===== src/rtl/swgc_pkg.sv =====
// Shared constants, types and helpers of the sliding-window GC content search.
package swgc_pkg;

    // Window storage and count widths
    localparam int MAX_WIN = 4096;
    localparam int PTR_W   = $clog2(MAX_WIN);
    localparam int LEN_W   = PTR_W + 1;

    // Ratio, score and position widths
    localparam int FRAC_W  = 16;
    localparam int Q_W     = FRAC_W + 1;
    localparam int SCORE_W = Q_W + 1;
    localparam int POS_W   = 32;
    localparam int DIVD_W  = LEN_W + FRAC_W;

    // Configuration port
    localparam int CFG_W     = 17;
    localparam int CFG_IDX_W = 3;

    localparam logic [CFG_IDX_W-1:0] REG_WINDOW_LEN = 3'd0;
    localparam logic [CFG_IDX_W-1:0] REG_TARGET_GC  = 3'd1;
    localparam logic [CFG_IDX_W-1:0] REG_TARGET_N   = 3'd2;
    localparam logic [CFG_IDX_W-1:0] REG_TOL_GC     = 3'd3;
    localparam logic [CFG_IDX_W-1:0] REG_TOL_N      = 3'd4;

    localparam logic [LEN_W-1:0] WINDOW_LEN_RST = 13'd100;
    localparam logic [Q_W-1:0]   TARGET_GC_RST  = 17'd32768;
    localparam logic [Q_W-1:0]   TARGET_N_RST   = 17'd0;
    localparam logic [Q_W-1:0]   TOL_GC_RST     = 17'd655;
    localparam logic [Q_W-1:0]   TOL_N_RST      = 17'd0;

    // Base classes held in the window line
    localparam logic [1:0] CLS_OTHER = 2'd0;
    localparam logic [1:0] CLS_GC    = 2'd1;
    localparam logic [1:0] CLS_N     = 2'd2;

    // Result status codes
    localparam logic [1:0] STAT_BEST  = 2'd0;
    localparam logic [1:0] STAT_MATCH = 2'd1;
    localparam logic [1:0] STAT_SHORT = 2'd2;

    // ASCII codes of interest
    localparam logic [7:0] CHAR_G = 8'h47;
    localparam logic [7:0] CHAR_C = 8'h43;
    localparam logic [7:0] CHAR_N = 8'h4E;
    localparam logic [7:0] CHAR_X = 8'h58;

    // Request to the shared divider
    typedef struct packed {
        logic              start;
        logic [DIVD_W-1:0] dividend;
        logic [LEN_W-1:0]  divisor;
    } div_req_t;

    // Map an ASCII base to its class
    function automatic logic [1:0] classify(input logic [7:0] b);
        logic [1:0] cls;
        cls = CLS_OTHER;
        if (b == CHAR_G || b == CHAR_C)
        begin
            cls = CLS_GC;
        end
        else if (b == CHAR_N || b == CHAR_X)
        begin
            cls = CLS_N;
        end
        return cls;
    endfunction

endpackage


===== src/rtl/swgc_div.sv =====
// Restoring divider, one quotient bit per cycle, shared by both ratio divisions.
module swgc_div (
    input  logic                    clk,
    input  logic                    rst_n,
    input  swgc_pkg::div_req_t      req,
    output logic                    done,
    output logic [swgc_pkg::Q_W-1:0] quotient
);
    import swgc_pkg::*;

    localparam int REM_W  = PTR_W;
    localparam int STEP_W = $clog2(Q_W + 1);

    logic [REM_W-1:0]  rem_reg, rem_next;
    logic [Q_W-1:0]    sh_reg, sh_next;
    logic [LEN_W-1:0]  div_reg, div_next;
    logic [STEP_W-1:0] cnt_reg, cnt_next;
    logic              busy_reg, busy_next;
    logic              done_reg, done_next;

    logic [LEN_W-1:0]  trial;
    logic              fits;

    // Shift in the next dividend bit and try the subtract
    assign trial = {rem_reg, sh_reg[Q_W-1]};
    assign fits  = (trial >= div_reg);

    always_comb
    begin
        rem_next  = rem_reg;
        sh_next   = sh_reg;
        div_next  = div_reg;
        cnt_next  = cnt_reg;
        busy_next = busy_reg;
        done_next = 1'b0;
        if (req.start)
        begin
            // Quotient fits Q_W bits, so the upper dividend bits start below the divisor
            rem_next  = req.dividend[DIVD_W-1:Q_W];
            sh_next   = req.dividend[Q_W-1:0];
            div_next  = req.divisor;
            cnt_next  = STEP_W'(Q_W);
            busy_next = 1'b1;
        end
        else if (busy_reg)
        begin
            rem_next = fits ? REM_W'(trial - div_reg) : trial[REM_W-1:0];
            sh_next  = {sh_reg[Q_W-2:0], fits};
            cnt_next = cnt_reg - 1'b1;
            if (cnt_reg == STEP_W'(1))
            begin
                busy_next = 1'b0;
                done_next = 1'b1;
            end
        end
    end

    always_ff @(posedge clk or negedge rst_n)
    begin
        if (!rst_n)
        begin
            cnt_reg  <= '0;
            busy_reg <= 1'b0;
            done_reg <= 1'b0;
        end
        else
        begin
            cnt_reg  <= cnt_next;
            busy_reg <= busy_next;
            done_reg <= done_next;
        end
    end

    // Datapath holds no reset
    always_ff @(posedge clk)
    begin
        rem_reg <= rem_next;
        sh_reg  <= sh_next;
        div_reg <= div_next;
    end

    assign done     = done_reg;
    assign quotient = sh_reg;

endmodule


===== config.mk =====
export PLATFORM = sky130hd
export DESIGN_NAME = swgc_div
export DESIGN_NICKNAME = d
export VERILOG_FILES = /design/src/rtl/swgc_pkg.sv /design/src/rtl/swgc_div.sv
export SDC_FILE = /design/constraint.sdc
export NUM_CORES = 1
export LEC_CHECK = 0
export BUFFER_PORTS_ARGS = -buffer_cell sky130_fd_sc_hd__clkbuf_2
export CORE_ASPECT_RATIO = 2
export CORE_MARGIN = 5
export CORE_UTILIZATION = 46
export CTS_CLUSTER_SIZE = 20
export DETAILED_ROUTE_END_ITERATION = 8
export GPL_ROUTABILITY_DRIVEN = 0
export PLACE_DENSITY = 0.73
export SLEW_MARGIN = 20
export SYNTH_ARGS = -nofsm -noshare
export SYNTH_HDL_FRONTEND = slang
export SYNTH_SLANG_ARGS = --single-unit
export TNS_END_PERCENT = 30

===== constraint.sdc =====
create_clock -name clk -period 2.8 [get_ports clk]
set_clock_uncertainty 0.1 [all_clocks]
set_input_delay 0.14 -clock clk [delete_from_list [all_inputs] [get_ports clk]]
set_output_delay 0.14 -clock clk [all_outputs]
set_load 0.02 [all_outputs]

Yosys cells after proc, flatten, opt, wreduce, memory -nomap -nowiden
Index checks and enable logic that the tools add are counted.
{"block": "word_totals", "output_inout_bits": 18, "elab_cells": 24, "in_bits": 45, "reg_bits": 49}
{"block": "classes", "n_mux": 13, "add_sub_neg": 2, "reduce_logical": 1, "n_lt_le_gt_ge": 1, "n_eq_ne": 1}
{"cell": "two-way mux 12 bit", "n": 3}
{"cell": "two-way mux 17 bit", "n": 2}
{"cell": ">= comparator 13 bit", "n": 1}
{"cell": "subtractor 12 bit", "n": 1}
{"cell": "two-way mux 5 bit", "n": 2}
{"cell": "two-way mux 1 bit", "n": 6}
{"cell": "== test 5 x 1 -> 1 bit (second input constant)", "n": 1}
{"cell": "subtractor 5 x 1 -> 5 bit (second input constant)", "n": 1}
{"cell": "nonzero test 2 bit", "n": 1}

Longest topological paths before layout
{"block": "logic_depth", "word_depth": 4, "depth_mapped": 11, "depth_no_buf": 11}

Least setup slack after synthesis
OpenSTA, ideal clock, no wires.
{"block": "synth_path", "kind": "register to register", "startpoint": "register sh_reg[16] (netlist: quotient[16])", "endpoint": "register rem_reg[8] (data pin)", "stages_incl_launch_ff": 12, "path_slack_ps": -110, "arrival_time_ps": 2550, "setup_ps": 260, "required_ps": 2440, "path_cell_list": "edfxtp_1 -> inv_1 -> ha_1 -> inv_1 -> fa_1 -> a21oi_1 -> o21ai_0 -> a2111oi_0 -> nor3_1 -> xor2_1 -> mux2_2 -> mux2_2"}
{"block": "synth_via", "elab_chain_cells": 4, "elab_cells_between_ends": 5, "classes_between": "add/sub (1); order compare (1); mux (3)"}
{"element": "start: declaration", "line_no": "swgc_div.sv:15", "source": "logic [Q_W-1:0] sh_reg, sh_next;"}
{"element": "start signal: assignment", "line_no": "swgc_div.sv:78", "source": "sh_reg <= sh_next;"}
{"element": "subtractor 12 bit or >= comparator 13 bit (tied branches)", "line_no": "swgc_div.sv:47, swgc_div.sv:26"}
{"element": "two-way mux 12 bit (*)", "line_no": "swgc_div.sv:47", "source": "rem_next = fits ? REM_W'(trial - div_reg) : trial[REM_W-1:0];"}
{"element": "two-way mux 12 bit (*)", "line_no": "swgc_div.sv:45", "source": "else if (busy_reg)"}
{"element": "two-way mux 12 bit (*)", "line_no": "swgc_div.sv:36", "source": "if (req.start)"}
{"element": "via rem_next[8]", "line_no": "swgc_div.sv:14", "source": "logic [REM_W-1:0] rem_reg, rem_next;"}
{"element": "end signal: assignment", "line_no": "swgc_div.sv:77", "source": "rem_reg <= rem_next;"}
{"element": "end: declaration", "line_no": "swgc_div.sv:14"}
Mark *: on every way through the listed nets, which the timed path passes. The rest lies on a longest branch. The select of a mux whose other input is x is not followed.
A chain may end at the register's enable or synchronous reset.

Worst setup path in the final report
{"block": "layout_path", "startpoint": "register rem_reg[3]", "endpoint": "register rem_reg[7] (data pin)"}
{"block": "layout_via", "elab_chain_cells": 4, "elab_cells_between_ends": 5, "classes_between": "add/sub (1); order compare (1); mux (3)"}
{"element": "subtractor 12 bit or >= comparator 13 bit (tied branches)", "line_no": "swgc_div.sv:47, swgc_div.sv:26"}
{"element": "two-way mux 12 bit (*)", "line_no": "swgc_div.sv:47"}
{"element": "two-way mux 12 bit (*)", "line_no": "swgc_div.sv:45"}
{"element": "two-way mux 12 bit (*)", "line_no": "swgc_div.sv:36"}
{"element": "via rem_next[7]", "line_no": "swgc_div.sv:14"}
Marks and branches as above.

==> tab_implementation.tex <==
\begin{tabular}{lr}
\hline
Metric & Value \\
\hline
\multicolumn{2}{l}{\textbf{Route}} \\
\quad Wire length after detailed routing & around 5800 µm \\
\quad Vias after detailed routing & between 1500 and 2000 \\
\quad Via density & roughly 5.4 \\
\quad Number of nets with antenna violations after detailed routing & 0 \\
\quad Detailed-route DRC error count & 0 \\
\quad Post-DR wirelength/cell & about 15 µm \\
\quad First-pass DRT Iterations & 4 \\
\quad Detailed router's first-iteration violation count & 44 \\
\multicolumn{2}{l}{\textbf{Run status}} \\
\quad Result of the run & finished with violations \\
\quad Violated checks & negative setup slack \\
\multicolumn{2}{l}{\textbf{Global routing}} \\
\quad Global routing usage on met3 & approximately 2.9\% \\
\quad GR Layer Usage met2 & 28.7\% \\
\quad GR Layer Usage met1 & between 15 and 20\% \\
\quad Via count of the first global-routing pass & 2026 \\
\quad Largest net degree at the start of global routing & 30 \\
\quad Global-route wire length before repair & between 9000 and 10000 µm \\
\quad Antenna violations before repair & 0 \\
\quad Total grt overflow & 0 \\
\quad GRT Resource Usage Total & 15.5\% \\
\quad Most crowded layer after global routing & met2 \\
\multicolumn{2}{l}{\textbf{Setup path}} \\
\quad Capture point of the worst reg-to-reg path & rem\_reg[7]\$\_DFFE\_PP\_ \\
\quad Worst-case reg-to-reg path depth & 8 \\
\quad Critical path peak fanout & 6 \\
\quad R2R Path Start & rem\_reg[3]\$\_DFFE\_PP\_ \\
\quad Worst setup EP type & register \\
\quad Reg-to-reg setup timing slack & -0.01 ns \\
\quad Critical path class & register to register \\
\quad Critical path data arrival time & around 2.8 ns \\
\quad Nature of the critical path startpoint & register \\
\quad Required time at the endpoint of the critical path & 2.75 ns \\
\multicolumn{2}{l}{\textbf{Worst hold path}} \\
\quad Worst hold path cell count & 2 \\
\quad Worst Min Path Start & req[20] \\
\quad Min-Delay Endpoint & quotient[7]\$\_DFFE\_PP\_ \\
\quad Hold crit path type & input pin to register \\
\multicolumn{2}{l}{\textbf{Synth}} \\
\quad Warning count from the yosys run & 0 \\
\quad Portion of the post-synthesis area used by sequential elements & a little over half \\
\quad Average size of a mapped cell & 12.2 µm² \\
\quad Total nets after synthesis & 280 \\
\quad Adder and majority gate portion of the synthesized area & approximately 8\% \\
\quad Fraction of the mapped netlist area in simple logic gates & roughly 10\% \\
\quad Biggest area consumer among synthesized cells & edfxtp\_1 \\
\quad Fraction of synthesized area in multiplexers & a little over a tenth \\
\quad Yosys top cell area share & 47.2\% \\
\quad Main combinational cell family by area after synthesis & multiplexers \\
\quad Parity-gate share of the synthesized area counting xor and xnor cells & approximately 4.3\% \\
\quad Synthesized netlist cell count & around 220 \\
\quad Area of the mapped netlist & 2670 µm² \\
\quad Count of cell types in the netlist & 37 \\
\quad Share of the synthesized area in compound gates (AO/OA/AOI/OAI) & 8.85\% \\
\quad FF+latch count, synth & 49 \\
\quad Leading cell types by total area after synthesis & edfxtp\_1 (47\%), mux2\_2 (9.7\%), ha\_1 (7.0\%), dfrtp\_1 (6.6\%), inv\_1 (2.7\%) \\
\multicolumn{2}{l}{\textbf{STA}} \\
\quad Period utilization & 100\% \\
\quad Worst-margin pin slew & 0.714 ns \\
\quad Total negative setup slack & -0.0109 ns \\
\quad Max-slew headroom at the worst pin & a little over half \\
\quad Max Freq & around 0.36 GHz \\
\quad Minimum setup slack in the final design & -0.0109 ns \\
\quad Min Clock Period, post-route & 2.81 ns \\
\quad Hold Fails Final Rpt & 0 \\
\quad Worst-case hold slack & 0.0448 ns \\
\quad Setup repair after global routing missed its margin & true \\
\quad Final number of setup-violating endpoints & 1 \\
\quad Final-report max-slew violation count & 0 \\
\multicolumn{2}{l}{\textbf{Floorplan}} \\
\quad Die W & about 64 µm \\
\quad Num rows & 39 \\
\quad Total die area & about 7500 µm² \\
\quad Total I/O pin count & 63 \\
\quad Initial core utilization & 46.8\% \\
\quad Core region area & between 5000 and 6000 µm² \\
\quad Floorplan die height & between 100 and 150 µm \\
\multicolumn{2}{l}{\textbf{Pwr}} \\
\quad VDD IR-drop max & 651 µV \\
\quad Cell leakage power & approximately 1.5 nW \\
\quad PD cells & roughly 990 nW/µm² \\
\multicolumn{2}{l}{\textbf{Final layout}} \\
\quad Cell Count, Final, Fillers Out & 372 \\
\quad Proportion of layout cells with a drive suffix above 1 & around two fifths \\
\quad Largest register FFs & 17 \\
\quad Filler Cell Count & between 400 and 500 \\
\quad Synthesis-to-finish area growth & 30.2\% \\
\quad Inserted Diodes & 0 \\
\quad NumNets Final & $\sim$370 \\
\multicolumn{2}{l}{\textbf{Clocking}} \\
\quad Clock Sink Count & a little under 50 \\
\quad Max Buffers Root-to-Sink & 2 \\
\quad Worst-Skew Late Latency & between 0.2 and 0.3 ns \\
\quad TritonCTS buffer count & 5 \\
\quad H-tree depth reported by CTS & 2 \\
\quad Clock edge transition at the registers on the reported setup and hold paths & approximately 0.070 ns \\
\quad Buffer type at the clock tree root & clkbuf\_16 \\
\quad CTS tree & yes \\
\multicolumn{2}{l}{\textbf{Placed design}} \\
\quad Post-detailed-placement half-perimeter wirelength & approximately 4300 µm \\
\quad Placed Cells incl. Taps & 345 \\
\quad Count of port buffers added during placement & 62 \\
\multicolumn{2}{l}{\textbf{Run}} \\
\quad \# Max-Cap Violations & 0 \\
\hline
\end{tabular}
[report_power, final]
part	internal, W	switching, W	leakage, nW
Combinational	0.000767	0.000808	0.928
Clock	0.000423	0.000273	0.0842
Sequential	0.00105	0.000118	0.520
[layout by cell type, fill, tap and decap left out, drive strengths merged, types with 7 or more instances in the layout]
| master | Yosys | routed |
|---|---|---|
| nor2 | 9 | 9 |
| mux2 | 23 | 23 |
| nor3 | 9 | 9 |
| xnor2 | 7 | 7 |
| dlygate4sd3 | 0 | 14 |
| inv | 19 | 20 |
| clkbuf | 1 | 67 |
| nand2 | 15 | 15 |
| ha | 15 | 15 |
| o21ai | 9 | 9 |
| edfxtp | 42 | 42 |
| a21oi | 10 | 10 |
| dfrtp | 7 | 7 |
| buf | 7 | 16 |
[worst max path at each step]
stage,from,end,slack (ns),depth (start not counted)
2_1_floorplan,quotient[16]$_DFFE_PP_,rem_reg[8]$_DFFE_PP_,0.02,11
3_3_place_gp,quotient[16]$_DFFE_PP_,rem_reg[8]$_DFFE_PP_,0.06,11
3_5_place_dp,quotient[16]$_DFFE_PP_,rem_reg[8]$_DFFE_PP_,-0.002,11
4_1_cts,rem_reg[3]$_DFFE_PP_,rem_reg[7]$_DFFE_PP_,0.003,8
5_1_grt,quotient[16]$_DFFE_PP_,rem_reg[8]$_DFFE_PP_,-0.13,11
6_report,rem_reg[3]$_DFFE_PP_,rem_reg[7]$_DFFE_PP_,-0.01,8
[final cells by class]
cell class | instances | area, µm² | share of cell area, %
inverter | 19 | 71.3 | 2.05
tap | 61 | 76.3 | 2.20
timing repair buffer | 92 | 574 | 16.5
sequential | 49 | 1440 | 41.3
clock inverter | 3 | 43.8 | 1.26
multi-input combinational | 143 | 1150 | 33.1
clock buffer | 5 | 125 | 3.60
[routing by layer]
layer	up-vias	wire, µm
met3	10	208
met2	51	3300
li1	980	-
met5	-	0
met4	0	140
met1	950	2110
[critical path, stage by stage (launching register included)]
cell,delay [ns]
edfxtp_1,0.40
ha_2,0.34
and3_4,0.20
a2111oi_4,0.36
a211oi_2,0.12
nor3_2,0.28
buf_6,0.17
mux2_2,0.33
mux2_2,0.26
[what timing repair did]
action,4_1_cts,5_1_grt
pin swaps,0,2
setup endpoints to repair,1,6
buffers inserted,0,4
endpoints found under the hold margin,20,0
hold buffers,14,0
resized for setup,2,5
cloned,0,1
[cells in the mapped netlist]
cell type   n
a2111oi_0   1
a2111oi_2   1
a211oi_1    3
a21o_1      2
a21oi_1    10
a221o_1     5
and3_1      1
buf_1       4
buf_2       1
buf_4       1
buf_8       1
clkbuf_1    1
dfrtp_1     7
edfxtp_1   42
fa_1        1
ha_1       15
inv_1      19
mux2_2     23
mux2i_1     3
nand2_1    15
nand2b_1    3
nand3_1     3
nor2_1      9
nor2b_1     5
nor3_1      8
nor3_2      1
nor3b_1     1
nor4b_1     1
o211ai_1    4
o21ai_0     8
o21ai_1     1
or2_2       2
or3_1       2
or4_1       1
or4b_2      1
xnor2_1     7
xor2_1      6
[logic make-up (layout without fill, tap and decap cells)]
group,count (synthesis),in the layout
AO/OA/AOI/OAI,35,35
XOR/XNOR,13,13
adder cells (fa/ha/maj),16,16
buffers and inverters,27,119
flip-flops,49,49
multiplexers,26,26
AND/OR/NAND/NOR,53,53
[stage by stage]
step / util, % / setup slack (ns) / cell area [µm²] / total power (W)
2_1_floorplan: - / 0.0211 / 2690 / 0.00223
3_3_place_gp: 54.6 / 0.0626 / 3120 / 0.00261
3_5_place_dp: 54.6 / -0.00163 / 3120 / 0.00263
4_1_cts: 60.0 / 0.00259 / 3430 / 0.00337
5_1_grt: 60.9 / -0.128 / 3480 / 0.00365
6_report: 60.9 / -0.0109 / 3480 / 0.00344
Note: power is estimated with default switching activity, not from simulation.
